$ cat src/rtl/tlfc_pkg.sv
// Types and constants shared by the tank level fill controller.
package tlfc_pkg;

  localparam int ADDR_W = 5;
  localparam int DATA_W = 32;
  localparam int CNT_W  = 16;
  localparam int ERR_W  = 5;

  // Reset values of the configuration registers
  localparam logic [CNT_W-1:0] DETECT_RST   = 16'd200;
  localparam logic [CNT_W-1:0] UNDETECT_RST = 16'd200;
  localparam logic [CNT_W-1:0] ADD_RST      = 16'd500;
  localparam logic [CNT_W-1:0] INITIAL_RST  = 16'd2500;

  // All five error bits set: the level actions are skipped
  localparam logic [ERR_W-1:0] ERR_ALL = 5'h1F;

  // Register index, taken from paddr word address
  typedef enum logic [2:0] {
    REG_DETECT   = 3'd0,
    REG_UNDETECT = 3'd1,
    REG_ADD      = 3'd2,
    REG_INITIAL  = 3'd3,
    REG_REQUEST  = 3'd4
  } tlfc_reg_t;

  typedef struct packed {
    logic [CNT_W-1:0] detect_ticks;
    logic [CNT_W-1:0] undetect_ticks;
    logic [CNT_W-1:0] add_water_ticks;
    logic [CNT_W-1:0] initial_fill_ticks;
    logic             initial_fill_request;
  } tlfc_cfg_t;

  typedef struct packed {
    logic             level;
    logic [CNT_W-1:0] on_count;
    logic [CNT_W-1:0] off_count;
    logic             add_armed;
    logic [CNT_W-1:0] add_count;
    logic             initial_pending;
    logic             initial_active;
    logic [CNT_W-1:0] initial_count;
  } tlfc_state_t;

  typedef struct packed {
    logic             power_on;
    logic             motor_starting;
    logic             reed_open;
    logic [ERR_W-1:0] error_flags;
    logic             setting_time_busy;
    logic             memento_display;
    logic             mode_wash;
    logic             motors_ended;
    logic             sterilizing;
    logic             nozzle_cleaning;
    logic             factory_test;
    logic             stop_error;
  } tlfc_in_t;

  typedef struct packed {
    logic valve_on;
    logic level_present;
    logic mode_stop;
    logic self_clean_cmd;
    logic electrolysis_stop;
    logic add_ready;
    logic initial_done;
  } tlfc_res_t;

endpackage

$ cat src/rtl/tlfc_step.sv
// Per-tick update: initial fill, switch debounce, add-water countdown, level actions.
module tlfc_step (
  input  tlfc_pkg::tlfc_cfg_t   cfg,
  input  tlfc_pkg::tlfc_state_t state,
  input  tlfc_pkg::tlfc_in_t    tick,
  output tlfc_pkg::tlfc_state_t state_next,
  output tlfc_pkg::tlfc_res_t   res
);
  import tlfc_pkg::*;

  always_comb begin
    tlfc_state_t s;
    logic valve;
    logic mstop;
    logic sclean;
    logic estop;
    logic idone;
    s      = state;
    valve  = 1'b0;
    mstop  = 1'b0;
    sclean = 1'b0;
    estop  = 1'b0;
    idone  = 1'b0;

    if (tick.power_on) begin
      if (tick.motor_starting) begin
        // first motor start-up kicks off a pending initial fill
        if (s.initial_pending) begin
          s.initial_active = 1'b1;
        end
      end else if (s.initial_active) begin
        // one-time initial fill holds the valve open
        if (s.initial_count < cfg.initial_fill_ticks) begin
          s.initial_count = s.initial_count + 16'd1;
          valve = 1'b1;
        end else begin
          s.initial_pending = 1'b0;
          s.initial_active  = 1'b0;
          s.initial_count   = '0;
          idone = 1'b1;
        end
      end else begin
        // add-water countdown
        if (s.add_count != '0) begin
          s.add_count = s.add_count - 16'd1;
          valve = 1'b1;
        end

        // debounce: closed switch means water present
        if (!tick.reed_open) begin
          s.off_count = '0;
          if (s.on_count < cfg.detect_ticks) begin
            s.on_count = s.on_count + 16'd1;
          end else begin
            s.level = 1'b1;
          end
        end else begin
          s.on_count = '0;
          if (s.off_count < cfg.undetect_ticks) begin
            s.off_count = s.off_count + 16'd1;
          end else begin
            s.level = 1'b0;
          end
        end

        if (tick.error_flags != ERR_ALL) begin
          // level seen while armed: disarm and start the extra fill if none is running
          if (s.level && s.add_armed && !tick.setting_time_busy && !tick.memento_display) begin
            s.add_armed = 1'b0;
            if (s.add_count == '0) begin
              s.add_count = cfg.add_water_ticks;
            end
          end
          // level lost: stop and refill
          if (!s.level) begin
            if (tick.mode_wash) begin
              mstop = 1'b1;
            end else begin
              if (!s.add_armed) begin
                sclean = 1'b1;
              end
              if (tick.motors_ended && !tick.sterilizing && !tick.nozzle_cleaning &&
                  s.add_count == '0 && !tick.memento_display && !tick.factory_test &&
                  !tick.stop_error) begin
                valve = 1'b1;
              end
            end
            estop = 1'b1;
            s.add_armed = 1'b1;
          end
        end
      end
    end

    state_next            = s;
    res.valve_on          = valve;
    res.level_present     = s.level;
    res.mode_stop         = mstop;
    res.self_clean_cmd    = sclean;
    res.electrolysis_stop = estop;
    res.add_ready         = s.add_armed;
    res.initial_done      = idone;
  end

endmodule

$ cat src/rtl/tank_level_fill_controller.sv
// Top level of the tank level fill controller: config port, state and result register.
// Latency: a tick transferred at one edge shows its result from the next cycle on.
// Throughput: one tick per cycle while results are taken; state updates in one pass
// per transfer unless an add/request write wins; the result register frees when taken.
// Reset (rst, synchronous): registers return to their defaults, state clears,
// add-water count loads 500, no result is held.
module tank_level_fill_controller (
  input  logic                        clk,
  input  logic                        rst,
  // configuration port
  input  logic                        psel,
  input  logic                        penable,
  input  logic                        pwrite,
  input  logic [tlfc_pkg::ADDR_W-1:0] paddr,
  input  logic [tlfc_pkg::DATA_W-1:0] pwdata,
  output logic [tlfc_pkg::DATA_W-1:0] prdata,
  output logic                        pready,
  // tick input
  input  logic                        in_valid,
  output logic                        in_ready,
  input  logic                        power_on,
  input  logic                        motor_starting,
  input  logic                        reed_open,
  input  logic [tlfc_pkg::ERR_W-1:0]  error_flags,
  input  logic                        setting_time_busy,
  input  logic                        memento_display,
  input  logic                        mode_wash,
  input  logic                        motors_ended,
  input  logic                        sterilizing,
  input  logic                        nozzle_cleaning,
  input  logic                        factory_test,
  input  logic                        stop_error,
  // result output
  output logic                        out_valid,
  input  logic                        out_ready,
  output logic                        valve_on,
  output logic                        level_present,
  output logic                        mode_stop,
  output logic                        self_clean_cmd,
  output logic                        electrolysis_stop,
  output logic                        add_ready,
  output logic                        initial_done
);
  import tlfc_pkg::*;

  tlfc_cfg_t   cfg;
  tlfc_state_t state;
  tlfc_state_t state_next;
  tlfc_in_t    tick;
  tlfc_res_t   res_next;
  tlfc_res_t   res;
  tlfc_reg_t   reg_sel;
  logic        cfg_wr;
  logic        in_xfer;

  assign pready  = 1'b1;
  assign cfg_wr  = psel && penable && pwrite && pready;
  assign reg_sel = tlfc_reg_t'(paddr[ADDR_W-1:2]);

  // register read-back
  always_comb begin
    prdata = '0;
    case (reg_sel)
      REG_DETECT:   prdata = {{(DATA_W-CNT_W){1'b0}}, cfg.detect_ticks};
      REG_UNDETECT: prdata = {{(DATA_W-CNT_W){1'b0}}, cfg.undetect_ticks};
      REG_ADD:      prdata = {{(DATA_W-CNT_W){1'b0}}, cfg.add_water_ticks};
      REG_INITIAL:  prdata = {{(DATA_W-CNT_W){1'b0}}, cfg.initial_fill_ticks};
      REG_REQUEST:  prdata = {{(DATA_W-1){1'b0}}, cfg.initial_fill_request};
      default:      prdata = '0;
    endcase
  end

  assign tick = '{
    power_on:          power_on,
    motor_starting:    motor_starting,
    reed_open:         reed_open,
    error_flags:       error_flags,
    setting_time_busy: setting_time_busy,
    memento_display:   memento_display,
    mode_wash:         mode_wash,
    motors_ended:      motors_ended,
    sterilizing:       sterilizing,
    nozzle_cleaning:   nozzle_cleaning,
    factory_test:      factory_test,
    stop_error:        stop_error
  };

  // input taken whenever the result register is empty or being emptied
  assign in_ready = !out_valid || out_ready;
  assign in_xfer  = in_valid && in_ready;

  tlfc_step u_step (
    .cfg        (cfg),
    .state      (state),
    .tick       (tick),
    .state_next (state_next),
    .res        (res_next)
  );

  // configuration registers
  always_ff @(posedge clk) begin
    if (rst) begin
      cfg.detect_ticks         <= DETECT_RST;
      cfg.undetect_ticks       <= UNDETECT_RST;
      cfg.add_water_ticks      <= ADD_RST;
      cfg.initial_fill_ticks   <= INITIAL_RST;
      cfg.initial_fill_request <= 1'b0;
    end else if (cfg_wr) begin
      case (reg_sel)
        REG_DETECT:   cfg.detect_ticks         <= pwdata[CNT_W-1:0];
        REG_UNDETECT: cfg.undetect_ticks       <= pwdata[CNT_W-1:0];
        REG_ADD:      cfg.add_water_ticks      <= pwdata[CNT_W-1:0];
        REG_INITIAL:  cfg.initial_fill_ticks   <= pwdata[CNT_W-1:0];
        REG_REQUEST:  cfg.initial_fill_request <= pwdata[0];
        default:      ;
      endcase
    end
  end

  // controller state: a write to the add-water or request register also loads state
  always_ff @(posedge clk) begin
    if (rst) begin
      state <= '{
        level:           1'b0,
        on_count:        '0,
        off_count:       '0,
        add_armed:       1'b0,
        add_count:       ADD_RST,
        initial_pending: 1'b0,
        initial_active:  1'b0,
        initial_count:   '0
      };
    end else if (cfg_wr && reg_sel == REG_ADD) begin
      state.add_count <= pwdata[CNT_W-1:0];
    end else if (cfg_wr && reg_sel == REG_REQUEST) begin
      state.initial_pending <= pwdata[0];
    end else if (in_xfer) begin
      state <= state_next;
    end
  end

  // result register
  always_ff @(posedge clk) begin
    if (rst) begin
      out_valid <= 1'b0;
    end else if (in_xfer) begin
      out_valid <= 1'b1;
    end else if (out_ready) begin
      out_valid <= 1'b0;
    end
  end

  always_ff @(posedge clk) begin
    if (in_xfer) begin
      res <= res_next;
    end
  end

  assign valve_on          = res.valve_on;
  assign level_present     = res.level_present;
  assign mode_stop         = res.mode_stop;
  assign self_clean_cmd    = res.self_clean_cmd;
  assign electrolysis_stop = res.electrolysis_stop;
  assign add_ready         = res.add_ready;
  assign initial_done      = res.initial_done;

endmodule

$ cat config.mk
export PLATFORM = sky130hd
export DESIGN_NAME = tank_level_fill_controller
export DESIGN_NICKNAME = d
export VERILOG_FILES = /design/src/rtl/tlfc_pkg.sv /design/src/rtl/tlfc_step.sv /design/src/rtl/tank_level_fill_controller.sv
export SDC_FILE = /design/constraint.sdc
export NUM_CORES = 1
export LEC_CHECK = 0
export BUFFER_PORTS_ARGS = -buffer_cell sky130_fd_sc_hd__buf_2
export CORE_MARGIN = 2
export CORE_UTILIZATION = 38
export CTS_CLUSTER_SIZE = 25
export DETAILED_ROUTE_END_ITERATION = 8
export HOLD_SLACK_MARGIN = 0.12
export PLACE_DENSITY_LB_ADDON = 0.05
export SLEW_MARGIN = 20
export SYNTH_ARGS = -nofsm -noshare
export SYNTH_HDL_FRONTEND = slang
export SYNTH_HIERARCHICAL = 1
export SYNTH_SLANG_ARGS = --single-unit
$ cat constraint.sdc
create_clock -name clk -period 3.1 [get_ports clk]
set_clock_uncertainty 0.05 [all_clocks]
set_input_delay 0.155 -clock clk [delete_from_list [all_inputs] [get_ports clk]]
set_output_delay 0.155 -clock clk [all_outputs]
set_load 0.005 [all_outputs]
# After elaboration in Yosys (flattened, before gate mapping)
# Cells that the tools add are included.
dict set report totals {
  rom_bits 0
  register_bits 141
  inputBits 60
  latchBits 0
  n_memories 0
  word_cells 146
  mem_bits_rw 0
}
dict set report op_classes {
  reduce_logical 49
  n_shift 0
  n_eq_ne 14
  n_lt_le_gt_ge 3
  n_addsub 4
  bitwise_logic 6
  n_mux 49
  n_div 0
  mul 0
}
# cell n
set ops {}
lappend ops {{2-to-1 mux 16 bit} 11}
lappend ops {{2-to-1 mux 33 bit} 4}
lappend ops {{2-to-1 mux 17 bit} 6}
lappend ops {{case mux 16 bit (5 select lines)} 1}
lappend ops {{2-to-1 mux 68 bit} 1}
lappend ops {{2-to-1 mux 18 bit} 3}
lappend ops {{2-to-1 mux 51 bit} 1}
lappend ops {{2-to-1 mux 50 bit} 1}
lappend ops {{adder 16 x 1 -> 16 bit (second input constant)} 3}
lappend ops {{< comparator 16 bit} 3}
lappend ops {{2-to-1 mux 34 bit} 1}
lappend ops {{zero test 16 bit} 2}
lappend ops {{2-to-1 mux 1 bit} 19}
lappend ops {{nonzero test 16 bit} 1}
lappend ops {{subtractor 16 x 1 -> 16 bit (second input constant)} 1}
lappend ops {{logical AND 1 bit} 14}
lappend ops {{AND reduction 7 bit} 2}
lappend ops {{AND reduction 6 bit} 2}
lappend ops {{nonzero test 2 bit} 6}
lappend ops {{AND reduction 2 bit} 5}
lappend ops {{AND reduction 5 bit} 2}
lappend ops {{!= test 2 x 1 -> 1 bit (second input constant)} 4}
lappend ops {{zero test 1 bit} 7}
lappend ops {{equality test 3 x 2 -> 1 bit (second input constant)} 2}
lappend ops {{other kinds (17)} 23}

# Depth between registers and ports, before layout
# Gate-level depths: netlist of the first run.
dict set report logic_depth {
  depth_word 24
  ltp_mapped 15
}

# By module
# Netlist of the first run, hierarchy kept.
# mod area_per_inst_um2 cells_each seq_area_each_um2 n_inst
set by_module_without_submodules {}
lappend by_module_without_submodules {tank_level_fill_controller 6394.9 674 2892.8 1}
lappend by_module_without_submodules {tlfc_step 3375.7 553 0.0 1}

# Worst setup path after synthesis of the first run
# Ideal clock, no wire load.
dict set report synth_timing {
  path_kind {reg2reg}
  startpoint {register, netlist name state[19]}
  endpoint {register, netlist name state[28]}
  path_slack_ns -0.047
  stages_incl_launch_ff 16
  period_less_slack_ns 3.147
  t_arrival_ns 3.012
  path_cell_list {dfxtp_1 clkbuf_1 inv_1 ha_1 nor3b_4 and4_1 buf_4 nand2_4 o41ai_4 nand4_1 nor4b_4 buf_6 nand2_1 a31oi_1 mux2i_1 a211oi_1}
}

==> results of run 1 <==
layout make-up:
| class | instances | area (um^2) | share of cell area (%) |
|---|---|---|---|
| clock inverter | 14 | 202.7 | 1.729 |
| clock buffer | 18 | 450.4 | 3.842 |
| inverter | 63 | 236.5 | 2.017 |
| timing repair buffer | 172 | 1260 | 10.75 |
| tap | 330 | 412.9 | 3.522 |
| sequential | 141 | 2899 | 24.73 |
| multi-input combinational | 949 | 6261 | 53.41 |
worst paths after layout:
check	startpoint	to	slack, ps	depth (start not counted)
max	state[27]$_SDFFE_PP0P_	state[26]$_SDFFE_PP1P_	-80	11
min	reed_open	state[38]$_SDFFE_PP0P_	160	5
max reg2reg	state[27]$_SDFFE_PP0P_	state[26]$_SDFFE_PP1P_	-80	11
min reg2reg	cfg[34]$_SDFFE_PP0P_	cfg[34]$_SDFFE_PP0P_	420	2
state kept, by name, indices dropped and copies added, names as in the netlist:
name and count:
add_ready 1, cfg 65, electrolysis_stop 1, initial_done 1, level_present 1, mode_stop 1
out_valid 1, self_clean_cmd 1, state 68, valve_on 1
synth_stat cells (6+ instances only):
cell type / count
nand2b_1: 108
inv_1: 63
a21o_1: 12
clkbuf_1: 41
buf_6: 6
nor2b_1: 20
xnor2_1: 20
ha_1: 49
nand3b_1: 14
nand3_1: 31
mux4_2: 15
o21bai_1: 6
a21oi_1: 90
dfxtp_1: 134
buf_4: 21
nor3_1: 32
buf_2: 12
nand2_1: 178
a211oi_1: 21
nor4_1: 23
nand4_1: 14
edfxtp_1: 7
nor2_1: 99
or3_1: 8
o21ai_0: 36
and3_1: 9
xor2_1: 15
mux2i_1: 67
cells in the final DEF (no fill, tap or decap), drive strengths merged, types with 14 or more instances in the layout:
cell type	synthesis	routed
ha	49	49
xnor2	20	20
mux2i	67	67
o21ai	36	36
nor3	34	34
nand4	14	14
nand2	180	180
nand3b	14	14
dlygate4sd3	0	23
inv	63	68
nor2	99	99
a21oi	90	90
nand3	32	32
conb	2	17
nor4	25	25
clkbuf	41	18
dfxtp	134	134
nor2b	20	20
xor2	15	15
nand2b	108	108
buf	48	149
a211oi	22	22
mux4	15	15
per-layer routing:
metal / up-vias / part of all wire, %
li1: 4435 / -
met5: - / 0
met2: 205 / 45
met1: 4163 / 49
met4: 0 / 2.5
met3: 37 / 4.1
metrics by stage:
stage	worst slack, ps	std cells
final	-84.29	1687
after global routing	-199.9	1687
after CTS	0.7438	1682
after detailed placement	-475.4	1627
after global placement	-493.7	1627
after floorplan	25.85	1242
what timing repair did:
item / in CTS / in global routing
hold endpoints to repair: 82 / 0
pin swaps: 2 / 27
gates resized for setup: 8 / 26
cloned: 0 / 0
hold buffers: 23 / 0
buffers inserted: 0 / 5
endpoints found under the setup margin: 11 / 22
power breakdown:
group          switching, mW  total [mW]  internal (mW)
sequential            0.0242        1.88           1.85
combinational          0.280       0.493          0.213
clock                  0.917        2.33           1.41
total                   1.22        4.70           3.48
worst max-delay path: stages, from the launching register on:
cell	delay, ps
dfxtp_2	330
or4_4	540
a311o_1	370
nor4_2	310
xnor2_1	210
nand3_2	140
nor4b_4	370
buf_6	200
nand3_1	90
nand3_1	110
nor3_1	60
a211oi_1	300
kinds of logic (layout without fill, tap and decap cells):
| group | Yosys count | count (layout) | synth area share [%] |
|---|---|---|---|
| and+or+nand+nor | 565 | 565 | 29.76 |
| AOI/OAI and AO/OA | 201 | 201 | 12.73 |
| buffers and inverters | 152 | 267 | 8.093 |
| DFF | 141 | 141 | 29.61 |
| muxes | 82 | 82 | 10.32 |
| adders and majority gates | 49 | 49 | 6.275 |
| xor gates and xnor gates | 35 | 35 | 3.137 |
| other | 2 | 17 | 0.07686 |
==> results_tabular.tex, run 1 <==
\begin{tabular}{lr}
\hline
Metric & Value \\
\hline
\multicolumn{2}{l}{\textbf{Timing}} \\
\quad Final total negative setup slack & -251.0 ps \\
\quad Number of hold violations in the final report & 0 \\
\quad Final Max Tran Viols & 0 \\
\quad RSZ-0062 raised after global routing & yes \\
\quad Number of setup violations in the final report & 8 \\
\quad Least-Margin Pin Slew & 1060 ps \\
\quad Tcrit/Tclk final & 102.7\% \\
\quad Maximum clock rate & 314.0 MHz \\
\quad Worst Setup Slack, final & -84.29 ps \\
\quad Max-Slew Margin vs Limit & 29.04\% \\
\quad Final Critical Period & 3184 ps \\
\quad Hold slack final & 158.5 ps \\
\multicolumn{2}{l}{\textbf{Detailed routing}} \\
\quad Average via count per standard cell & 5.240 \\
\quad Number of iterations in the first detailed-routing pass & 5 \\
\quad Violation count after the first detailed-routing iteration & 543 \\
\quad Number of routed nets with antenna violations & 0 \\
\quad Via count & 8,840 \\
\quad Routed wire length & 31.46 mm \\
\quad Average routed wire per standard cell & 18.65 um \\
\quad Total DRC errors in the routed layout & 0 \\
\multicolumn{2}{l}{\textbf{Power}} \\
\quad Leakage Power & 4.697 nW \\
\quad Largest vdd supply drop & 0.3063 mV \\
\quad Final Total Pwr & 4.697 mW \\
\quad Power Dens Cells & 400.7 nW/um\^{}2 \\
\multicolumn{2}{l}{\textbf{Run}} \\
\quad Reported max-cap violation count & 0 \\
\multicolumn{2}{l}{\textbf{Clock network}} \\
\quad Number of buffers on the longest clock path & 2 \\
\quad Number of clock sinks & 141 \\
\quad Clock buffer count from CTS & 17 \\
\quad CTS Root Cell & clkbuf\_16 \\
\quad H-Tree Level Count & 4 \\
\quad CTS tree & done \\
\quad CTS clk-pin slew, worst paths & 60 ps \\
\quad Clk Latency, worst-skew pair & 440 ps \\
\multicolumn{2}{l}{\textbf{Critical path}} \\
\quad Arrival time of data at the critical path endpoint & 3460 ps \\
\quad Crit end category & flip-flop \\
\quad Path type of the worst setup path & reg -> reg \\
\quad Req. time, crit path & 3380 ps \\
\quad Crit path max fanout & 7 \\
\quad Element type at the critical path start & flip-flop \\
\multicolumn{2}{l}{\textbf{Global routing}} \\
\quad Pin count of the biggest net entering global routing & 90 \\
\quad Initial antenna violation count & 0 \\
\quad Met3 Use GR & 3.510\% \\
\quad First-pass GRT wire length & 49.02 mm \\
\quad Layer carrying the most global-route usage & met2 \\
\quad Via count of the first global-routing pass & 8,330 \\
\quad Grt total ovfl & 0 \\
\quad Met1 track utilization from global routing & 34.52\% \\
\quad Aggregate global-route resource usage & 24.25\% \\
\quad Met2 Usage GRT & 37.54\% \\
\multicolumn{2}{l}{\textbf{Run status}} \\
\quad Run status & complete, but fails checks \\
\quad Violated checks & negative setup slack \\
\multicolumn{2}{l}{\textbf{Cells and area}} \\
\quad Post-layout net count & 1,453 \\
\quad Proportion of layout cells with a drive suffix above 1 & 17.69\% \\
\quad Antenna fix cells & 0 \\
\quad Share of the core filled with cells in the final layout & 46.55\% \\
\quad Area added between synthesis and finish & 19.98\% \\
\quad Number of fill cells & 2,574 \\
\quad Design Area, Final & 11,720 um\^{}2 \\
\multicolumn{2}{l}{\textbf{Yosys}} \\
\quad Number of warning messages in the yosys log & 6 \\
\quad Synth Area per Inst & 7.963 um\^{}2 \\
\quad Portion of synthesized cell area occupied by the leading cell type & 27.46\% \\
\quad Register area share after synthesis & 29.61\% \\
\quad Synthesized cell area & 9771 um\^{}2 \\
\quad Syn Inst Count & 1,227 \\
\quad Number of synthesized register bits & 141 \\
\quad Count of cell types in the netlist & 69 \\
\quad Post-synthesis async set-or-reset flop share & 0\% \\
\quad Leading area contributor after synthesis & dfxtp\_1 \\
\quad Most common flop cell mapped by yosys & dfxtp\_1 \\
\quad Number of flops mapped to enable cells by yosys & 7 \\
\quad Top area cells in the synthesized netlist & dfxtp\_1, nand2b\_1, mux2i\_1 \\
\multicolumn{2}{l}{\textbf{Floorplan}} \\
\quad Number of standard-cell rows in the floorplan & 58 \\
\quad Starting Density & 38.80\% \\
\quad I/O pin total & 102 \\
\quad Die X-Extent & 164.4 um \\
\quad Die height & 164.4 um \\
\quad Placeable Area & 25,180 um\^{}2 \\
\quad Overall die area & 27,010 um\^{}2 \\
\multicolumn{2}{l}{\textbf{Place}} \\
\quad PortBufs & 66 \\
\quad Half-perimeter wire length after placement & 22.83 mm \\
\quad Placed cell area & 10,670 um\^{}2 \\
\quad Final weighted congestion in routability-driven placement & 0.8746 \\
\multicolumn{2}{l}{\textbf{Worst hold path}} \\
\quad Path class of the lowest-slack min-delay path & in -> reg \\
\hline
\end{tabular}
No activity file was read; power rests on OpenSTA's default activity.
==> run 2: changes to the inputs <==
Settings changed: CELL_PAD_IN_SITES_DETAIL_PLACEMENT set to 1, CELL_PAD_IN_SITES_GLOBAL_PLACEMENT set to 2, CORE_UTILIZATION 38 to 32.
==> run 2 against run 1 <==
The flow still finishes with violations (negative setup slack). Clock-buffer cell count is 2 higher. Register-to-register slack better by 30 ps. Die area up 18%. Critical endpoint unchanged. Largest cell class unchanged.
==> results_tabular.tex, run 2 (synthesis results as in run 1) <==
\begin{tabular}{lr}
\hline
Metric & Value \\
\hline
\multicolumn{2}{l}{\textbf{Detailed routing}} \\
\quad Violation count after the first detailed-routing iteration & 365 (was 543) \\
\quad Average via count per standard cell & 5.168 (was 5.240) \\
\quad Average routed wire per standard cell & 19.55 um (was 18.65 um) \\
\quad Number of iterations in the first detailed-routing pass & 4 (was 5) \\
\quad Number of routed nets with antenna violations & 0 (unchanged) \\
\quad Total DRC errors in the routed layout & 0 (unchanged) \\
\quad Via count & 9,179 (was 8,840) \\
\quad Routed wire length & 34.72 mm (was 31.46 mm) \\
\multicolumn{2}{l}{\textbf{Cells and area}} \\
\quad Post-layout net count & 1,482 (was 1,453) \\
\quad Flip-flop count of the largest register, all copies and words added & 68 (unchanged) \\
\quad Sequential cell area in the final layout & 2904 um\^{}2 (was 2899 um\^{}2) \\
\quad Largest registers ranked by flip-flop count & state x68, cfg x65 (unchanged) \\
\quad Area added between synthesis and finish & 22.46\% (was 19.98\%) \\
\quad Finished Layout Cells & 1,776 (was 1,687) \\
\quad Register ranked first by flip-flop count & state (unchanged) \\
\quad Combined area of the multi-input logic cells & 6312 um\^{}2 (was 6261 um\^{}2) \\
\quad Share of the core filled with cells in the final layout & 40.05\% (was 46.55\%) \\
\quad Proportion of layout cells with a drive suffix above 1 & 19.48\% (was 17.69\%) \\
\quad Most common library cell in the layout ignoring fill and taps & nand2\_1 (unchanged) \\
\quad Antenna fix cells & 0 (unchanged) \\
\quad Commonest non-fill, non-tap cells in the layout & nand2\_1, dfxtp\_1, nand2b\_1 (unchanged) \\
\quad Number of fill cells & 3,629 (was 2,574) \\
\multicolumn{2}{l}{\textbf{Timing}} \\
\quad Worst Setup Slack, final & -56.30 ps (was -84.29 ps) \\
\quad Max-Slew Margin vs Limit & 38.34\% (was 29.04\%) \\
\quad Maximum clock rate & 316.8 MHz (was 314.0 MHz) \\
\quad Tcrit/Tclk final & 101.8\% (was 102.7\%) \\
\quad RSZ-0062 raised after global routing & yes (unchanged) \\
\quad Least-Margin Pin Slew & 922.2 ps (was 1060 ps) \\
\quad Number of hold violations in the final report & 0 (unchanged) \\
\quad Final Critical Period & 3156 ps (was 3184 ps) \\
\quad Number of setup violations in the final report & 9 (was 8) \\
\quad Final Max Tran Viols & 0 (unchanged) \\
\multicolumn{2}{l}{\textbf{Global routing}} \\
\quad Via count of the first global-routing pass & 9,244 (was 8,330) \\
\quad Initial antenna violation count & 0 (unchanged) \\
\quad Aggregate global-route resource usage & 22.38\% (was 24.25\%) \\
\quad First-pass GRT wire length & 54.11 mm (was 49.02 mm) \\
\quad Grt total ovfl & 0 (unchanged) \\
\quad Pin count of the biggest net entering global routing & 57 (was 90) \\
\multicolumn{2}{l}{\textbf{Place}} \\
\quad Final weighted congestion in routability-driven placement & 0.7791 (was 0.8746) \\
\quad PortBufs & 66 (unchanged) \\
\quad Half-perimeter wire length after placement & 25.84 mm (was 22.83 mm) \\
\quad Post-placement cell count & 1,711 (was 1,627) \\
\multicolumn{2}{l}{\textbf{Power}} \\
\quad Clock Power Share & 46.8\% (was 49.6\%) \\
\quad Relative contribution of sequential cells to total power & 41.8\% (was 39.9\%) \\
\quad Power Dens Cells & 374.0 nW/um\^{}2 (was 400.7 nW/um\^{}2) \\
\quad Final Total Pwr & 4.476 mW (was 4.697 mW) \\
\quad Largest vdd supply drop & 0.3824 mV (was 0.3063 mV) \\
\quad Leakage Power & 4.797 nW (was 4.697 nW) \\
\quad Switching pwr & 1.215 mW (was 1.221 mW) \\
\quad Switching portion of total power & 27.15\% (was 26.00\%) \\
\quad Share of total power in combinational logic & 11.3\% (was 10.5\%) \\
\quad Internal power contribution & 3.260 mW (was 3.476 mW) \\
\multicolumn{2}{l}{\textbf{Clock network}} \\
\quad CTS clk-pin slew, worst paths & 70 ps (was 60 ps) \\
\quad CTS tree & done (unchanged) \\
\quad Number of clock sinks & 141 (unchanged) \\
\quad Clk Latency, worst-skew pair & 430 ps (was 440 ps) \\
\quad H-Tree Level Count & 4 (unchanged) \\
\quad Number of buffers on the longest clock path & 2 (unchanged) \\
\quad CTS Root Cell & clkbuf\_16 (unchanged) \\
\quad Clock buffer count from CTS & 17 (unchanged) \\
\multicolumn{2}{l}{\textbf{Run status}} \\
\quad Violated checks & negative setup slack (unchanged) \\
\quad Run status & complete, but fails checks (unchanged) \\
\multicolumn{2}{l}{\textbf{Floorplan}} \\
\quad I/O pin total & 102 (unchanged) \\
\quad Overall die area & 31,950 um\^{}2 (was 27,010 um\^{}2) \\
\quad Die height & 178.7 um (was 164.4 um) \\
\quad Die X-Extent & 178.7 um (was 164.4 um) \\
\quad Starting Density & 32.71\% (was 38.80\%) \\
\quad Placeable Area & 29,870 um\^{}2 (was 25,180 um\^{}2) \\
\quad Number of standard-cell rows in the floorplan & 63 (was 58) \\
\multicolumn{2}{l}{\textbf{Critical path}} \\
\quad Peak per-stage delay on the critical path & 510 ps (was 540 ps) \\
\quad Standard cell with the maximum stage delay on the critical path & or4\_4 (unchanged) \\
\quad Arrival time of data at the critical path endpoint & 3440 ps (was 3460 ps) \\
\quad Element type at the critical path start & flip-flop (unchanged) \\
\quad Path type of the worst setup path & reg -> reg (unchanged) \\
\quad Req. time, crit path & 3380 ps (about the same) \\
\quad R2R Setup Slk & -60 ps (was -80 ps) \\
\quad Crit path max fanout & 4 (was 7) \\
\quad Crit end category & flip-flop (unchanged) \\
\quad Critical Path, Cell by Cell & or4\_4 > a311o\_1 > nor4\_2 > xnor2\_1 > nand3\_2 > nor4b\_4 > buf\_4 > buf\_4 > nand3\_1 > nand3\_1 > nor3\_1 > a211oi\_1 (was or4\_4 > a311o\_1 > nor4\_2 > xnor2\_1 > nand3\_2 > nor4b\_4 > buf\_6 > nand3\_1 > nand3\_1 > nor3\_1 > a211oi\_1) \\
\multicolumn{2}{l}{\textbf{Worst hold path}} \\
\quad Path class of the lowest-slack min-delay path & in -> reg (unchanged) \\
\multicolumn{2}{l}{\textbf{Run}} \\
\quad Reported max-cap violation count & 0 (unchanged) \\
\hline
\end{tabular}
[run 2: cell count changes in the layout (fill, tap and decap cells not counted), moves of 2 or more]
cell | previous run | this run
buf_4 | 76 | 105
buf_12 | 5 | 2
clkbuf_1 | 0 | 3
clkinvlp_4 | 1 | 4
bufinv_16 | 4 | 2
dfxtp_1 | 129 | 127
dlygate4sd3_1 | 23 | 25
inv_6 | 5 | 3
nand2_1 | 177 | 175
nand2_2 | 1 | 3
[run 2: final cells by class]
cell class              count  share of cell area, %
clock inverters            12                  1.161
repair buffers            201                  12.11
well taps                 390                  4.078
clock buffers              20                  3.649
inverters                  63                  1.976
multi-input cells         949                  52.76
flip-flops and latches    141                  24.27
[run 2: routing by layer]
metal | GRT usage, % | up-vias | share of wire, % | wire [um]
li1 | - | 4493 | - | -
met1 | 30.89 | 4560 | 50 | 17370
met2 | 37.71 | 110 | 47 | 16350
met3 | 2.502 | 16 | 2.0 | 704
met4 | 4.505 | 0 | 0.85 | 295
met5 | 0 | - | 0 | 0
[run 2: critical path: cells and delay by family (launching register included)]
| family | cells | cell delay, ps |
|---|---|---|
| XOR/XNOR | 1 | 190 |
| buffers and inverters | 2 | 340 |
| AND/OR/NAND/NOR | 7 | 1500 |
| AO/OA/AOI/OAI | 2 | 640 |
| flip-flops | 1 | 350 |
[run 2: through the flow]
step	hold slack [ps]	area [um^2]	setup TNS [ps]	setup WS [ps]
final	162.6	11970	-153.2	-56.30
after global placement	411.3	10890	-1358	-563.9
after CTS	148.1	11800	0	1.825
after floorplan	225.9	9829	0	25.85
after detailed placement	420.0	10890	-3340	-621.1
after global routing	182.8	11970	-2481	-217.2
[run 2: worst paths after layout]
kind	from	to	cells past startpoint
setup reg to reg	state[27]$_SDFFE_PP0P_	state[26]$_SDFFE_PP1P_	12
hold / removal	motor_starting	valve_on$_DFFE_PN_	3
hold reg to reg	cfg[42]$_SDFFE_PP0P_	cfg[42]$_SDFFE_PP0P_	2
setup / recovery	state[27]$_SDFFE_PP0P_	state[26]$_SDFFE_PP1P_	12
[run 2: repair_timing]
item / 4_1_cts / 5_1_grt
hold buffers: 25 / 0
cloned: 0 / 1
endpoints found under the hold margin: 82 / 0
setup buffers: 0 / 7
pin swaps: 5 / 26
resized for setup: 14 / 32
setup endpoints to repair: 18 / 23
[run 2: power by group through the flow]
| stage | Clock [mW] | Sequential, mW | Combinational [mW] |
|---|---|---|---|
| global placement | 0 | 1.91 | 0.475 |
| finish | 2.10 | 1.87 | 0.507 |
| detailed placement | 0 | 1.91 | 0.478 |
| global route | 2.20 | 1.87 | 0.551 |
| floorplan | 0 | 1.91 | 0.316 |
| CTS | 2.14 | 1.87 | 0.507 |
==> run 3: changes to the inputs <==
Settings changed: ABC_AREA set to 1, CORE_UTILIZATION 32 to 29.
==> run 3 against run 2 <==
The flow now finishes without violations. Largest power group unchanged. Sequential cell count unchanged. Critical path depth increased by 4. Design area increased by 4.6%.
==> results_tabular.tex, run 3 <==
\begin{tabular}{lr}
\hline
Metric & Value \\
\hline
\multicolumn{2}{l}{\textbf{Run status}} \\
\quad Run status & completed (was complete, but fails checks) \\
\multicolumn{2}{l}{\textbf{Timing}} \\
\quad Tcrit/Tclk final & 92.33\% (was 101.8\%) \\
\quad Final Max Tran Viols & 0 (unchanged) \\
\quad Least-Margin Pin Slew & 724.8 ps (was 922.2 ps) \\
\quad Max-Slew Margin vs Limit & 51.63\% (was 38.34\%) \\
\quad Number of hold violations in the final report & 0 (unchanged) \\
\quad Final Critical Period & 2862 ps (was 3156 ps) \\
\quad Worst Setup Slack, final & 237.9 ps (was -56.30 ps) \\
\quad Number of setup violations in the final report & 0 (was 9) \\
\quad Maximum clock rate & 349.4 MHz (was 316.8 MHz) \\
\multicolumn{2}{l}{\textbf{Critical path}} \\
\quad Arrival time of data at the critical path endpoint & 3010 ps (was 3440 ps) \\
\quad Critical Path, Cell by Cell & inv\_1 > ha\_1 > nand2\_4 > nor2\_4 > nand2\_8 > nand2\_2 > nand2\_1 > nor2\_4 > buf\_4 > nand4\_1 > o21ai\_1 > nor2\_1 > nand2\_1 > nor2\_1 > nand2\_1 > a21oi\_1 (was or4\_4 > a311o\_1 > nor4\_2 > xnor2\_1 > nand3\_2 > nor4b\_4 > buf\_4 > buf\_4 > nand3\_1 > nand3\_1 > nor3\_1 > a211oi\_1) \\
\quad Req. time, crit path & 3240 ps (was 3380 ps) \\
\quad Path type of the worst setup path & reg -> reg (unchanged) \\
\quad Critical path buffer and inverter count & 2 (unchanged) \\
\quad Standard cell with the maximum stage delay on the critical path & dfxtp\_1 (was or4\_4) \\
\quad Crit path max fanout & 19 (was 4) \\
\quad Element type at the critical path start & flip-flop (unchanged) \\
\quad CP dominant cell by count & nand2\_1 \\
\quad Crit end category & flip-flop (unchanged) \\
\quad Peak per-stage delay on the critical path & 340 ps (was 510 ps) \\
\quad Kind of cell adding the most delay to the critical path & simple AND/OR/NAND/NOR gates (unchanged) \\
\multicolumn{2}{l}{\textbf{Floorplan}} \\
\quad Die X-Extent & 194.3 um (was 178.7 um) \\
\quad I/O pin total & 102 (unchanged) \\
\quad Placeable Area & 35,570 um\^{}2 (was 29,870 um\^{}2) \\
\quad Die height & 194.3 um (was 178.7 um) \\
\quad Number of standard-cell rows in the floorplan & 69 (was 63) \\
\quad Starting Density & 29.52\% (was 32.71\%) \\
\quad Overall die area & 37,740 um\^{}2 (was 31,950 um\^{}2) \\
\multicolumn{2}{l}{\textbf{Yosys}} \\
\quad Number of warning messages in the yosys log & 6 (unchanged) \\
\quad Synth Area per Inst & 5.989 um\^{}2 (was 7.963 um\^{}2) \\
\quad Number of synthesized register bits & 141 (unchanged) \\
\quad Register area share after synthesis & 27.55\% (was 29.61\%) \\
\quad Portion of synthesized cell area occupied by the leading cell type & 25.55\% (was 27.46\%) \\
\quad Count of cell types in the netlist & 48 (was 69) \\
\quad Most instantiated library cell after synthesis & nand2\_1 (unchanged) \\
\quad Syn Inst Count & 1,753 (was 1,227) \\
\quad Leading area contributor after synthesis & dfxtp\_1 (unchanged) \\
\quad Top area cells in the synthesized netlist & dfxtp\_1, nand2\_1, inv\_1 (was dfxtp\_1, nand2b\_1, mux2i\_1) \\
\quad Most frequent cells after synthesis & nand2\_1, inv\_1, nor2\_1 (was nand2\_1, dfxtp\_1, nand2b\_1) \\
\quad Number of flops mapped to enable cells by yosys & 7 (unchanged) \\
\quad Post-synthesis async set-or-reset flop share & 0\% (unchanged) \\
\quad Most common flop cell mapped by yosys & dfxtp\_1 (unchanged) \\
\quad Synthesized cell area & 10,500 um\^{}2 (was 9771 um\^{}2) \\
\multicolumn{2}{l}{\textbf{Global routing}} \\
\quad First-pass GRT wire length & 65.11 mm (was 54.11 mm) \\
\quad Grt total ovfl & 0 (unchanged) \\
\quad Pin count of the biggest net entering global routing & 117 (was 57) \\
\quad Layer carrying the most global-route usage & met2 (unchanged) \\
\quad Via count of the first global-routing pass & 11,150 (was 9,244) \\
\quad Initial antenna violation count & 0 (unchanged) \\
\quad Met3 Use GR & 2.400\% (was 2.502\%) \\
\quad Aggregate global-route resource usage & 22.35\% (was 22.38\%) \\
\quad Met2 Usage GRT & 36.50\% (was 37.71\%) \\
\quad Met1 track utilization from global routing & 31.19\% (was 30.89\%) \\
\multicolumn{2}{l}{\textbf{Clock network}} \\
\quad CTS Root Cell & clkbuf\_16 (unchanged) \\
\quad CTS clk-pin slew, worst paths & 70 ps (about the same) \\
\quad CTS tree & done (unchanged) \\
\quad Clock buffer count from CTS & 17 (unchanged) \\
\quad Number of buffers on the longest clock path & 2 (unchanged) \\
\quad H-Tree Level Count & 4 (unchanged) \\
\quad Clk Latency, worst-skew pair & 450 ps (was 430 ps) \\
\quad Number of clock sinks & 141 (unchanged) \\
\multicolumn{2}{l}{\textbf{Place}} \\
\quad Half-perimeter wire length after placement & 31.89 mm (was 25.84 mm) \\
\quad Post-placement cell count & 2,286 (was 1,711) \\
\quad Worst setup slack before clock tree synthesis & 125.0 ps (was -621.1 ps) \\
\quad Final weighted congestion in routability-driven placement & 0.8462 (was 0.7791) \\
\quad PortBufs & 66 (unchanged) \\
\multicolumn{2}{l}{\textbf{Detailed routing}} \\
\quad Routed wire length & 41.83 mm (was 34.72 mm) \\
\quad Average routed wire per standard cell & 17.86 um (was 19.55 um) \\
\quad Total DRC errors in the routed layout & 0 (unchanged) \\
\quad Number of iterations in the first detailed-routing pass & 5 (was 4) \\
\quad Number of routed nets with antenna violations & 0 (unchanged) \\
\quad Violation count after the first detailed-routing iteration & 455 (was 365) \\
\quad Via count & 11,250 (was 9,179) \\
\quad Average via count per standard cell & 4.804 (was 5.168) \\
\multicolumn{2}{l}{\textbf{Cells and area}} \\
\quad Largest registers ranked by flip-flop count & state x68, cfg x65 (unchanged) \\
\quad Register ranked first by flip-flop count & state (unchanged) \\
\quad Proportion of layout cells with a drive suffix above 1 & 13.24\% (was 19.48\%) \\
\quad Number of fill cells & 4,748 (was 3,629) \\
\quad Flip-flop count of the largest register, all copies and words added & 68 (unchanged) \\
\quad Commonest non-fill, non-tap cells in the layout & nand2\_1, inv\_1, nor2\_1 (was nand2\_1, dfxtp\_1, nand2b\_1) \\
\quad Most common library cell in the layout ignoring fill and taps & nand2\_1 (unchanged) \\
\quad Post-layout net count & 1,977 (was 1,482) \\
\quad Antenna fix cells & 0 (unchanged) \\
\quad Area added between synthesis and finish & 19.24\% (was 22.46\%) \\
\quad Finished Layout Cells & 2,342 (was 1,776) \\
\multicolumn{2}{l}{\textbf{Power}} \\
\quad Power Dens Cells & 447.6 nW/um\^{}2 (was 374.0 nW/um\^{}2) \\
\quad Largest vdd supply drop & 0.3982 mV (was 0.3824 mV) \\
\quad Final Total Pwr & 5.603 mW (was 4.476 mW) \\
\quad Leakage Power & 6.095 nW (was 4.797 nW) \\
\multicolumn{2}{l}{\textbf{Run}} \\
\quad Reported max-cap violation count & 0 (unchanged) \\
\multicolumn{2}{l}{\textbf{Worst hold path}} \\
\quad Path class of the lowest-slack min-delay path & in -> reg (unchanged) \\
\hline
\end{tabular}
## run 3: cell types whose count changed after synthesis, sizes merged, moves of 17 or more
cell / change
nand2b: -108
nor2: +171
a21oi: -26
inv: +264
nor4: -17
a211oi: -19
nand3: +93
mux2i: -67
nand4: +23
nor2b: -20
o21ai: +78
nand2: +272
## run 3: cell families (layout without fill, tap and decap cells)
family                   Yosys count  in the layout  synth area share (%)
other                              2             17               0.07153
XOR/XNOR                          21             21                 1.752
buffers and inverters            412            524                 16.55
flip-flops                       141            141                 27.55
AO/OA/AOI/OAI                    205            205                 10.53
AND/OR/NAND/NOR                  923            924                 37.70
adder cells (fa/ha/maj)           49             49                 5.840
## run 3: final cells by class
cell class	count	area [um^2]	share of cell area (%)
clock inverter	9	183.9	1.469
tap	461	576.8	4.608
inverter	330	1241	9.915
timing repair buffer	162	1139	9.095
sequential	141	2902	23.18
multi-input combinational	1216	6007	47.99
clock buffer	23	469.2	3.748
## run 3: through the flow
stage	area [um^2]	utilization (%)	hold WS (ps)	setup TNS, ps
CTS	12410	34.90	122.2	0
detailed placement	11560	32.50	415.5	0
floorplan	10560	-	174.1	0
global route	12520	35.19	180.3	-43.95
finish	12520	35.19	136.8	0
global placement	11560	32.50	404.7	0
## run 3: tightest hold or removal path, cell delays in order
cell and delay, ps:
buf_2 130, nand2_1 100, nor2_2 60, nand2_1 80, a21oi_1 60
## run 3: what timing repair did
item,4_1_cts,5_1_grt
gates resized for setup,0,29
setup endpoints to repair,0,17
setup buffers,0,3
endpoints found under the hold margin,71,0
hold buffers,20,0
## run 3: layer usage
| layer | vias to the layer above | part of all wire (%) |
|---|---|---|
| li1 | 5660 | - |
| met1 | 5392 | 49 |
| met2 | 158 | 46 |
| met3 | 42 | 2.9 |
| met4 | 0 | 1.9 |
| met5 | - | 0 |
## run 3: final timing paths
check                    startpoint             endpoint  slack, ps  cells after the start
max          state[19]$_SDFFE_PP0P_   valve_on$_DFFE_PN_        240                     16
min                        paddr[4]  cfg[0]$_SDFFE_PP0P_        140                      5
max reg2reg  state[19]$_SDFFE_PP0P_   valve_on$_DFFE_PN_        240                     16
min reg2reg     cfg[0]$_SDFFE_PP0P_  cfg[0]$_SDFFE_PP0P_        420                      2
## run 3: where the power goes
| group | total [mW] | internal, mW | leakage (nW) | switching, mW |
|---|---|---|---|---|
| Combinational | 1.18 | 0.427 | 4.62 | 0.753 |
| Clock | 2.41 | 1.48 | 0.311 | 0.924 |
| Sequential | 2.02 | 1.92 | 1.17 | 0.0972 |
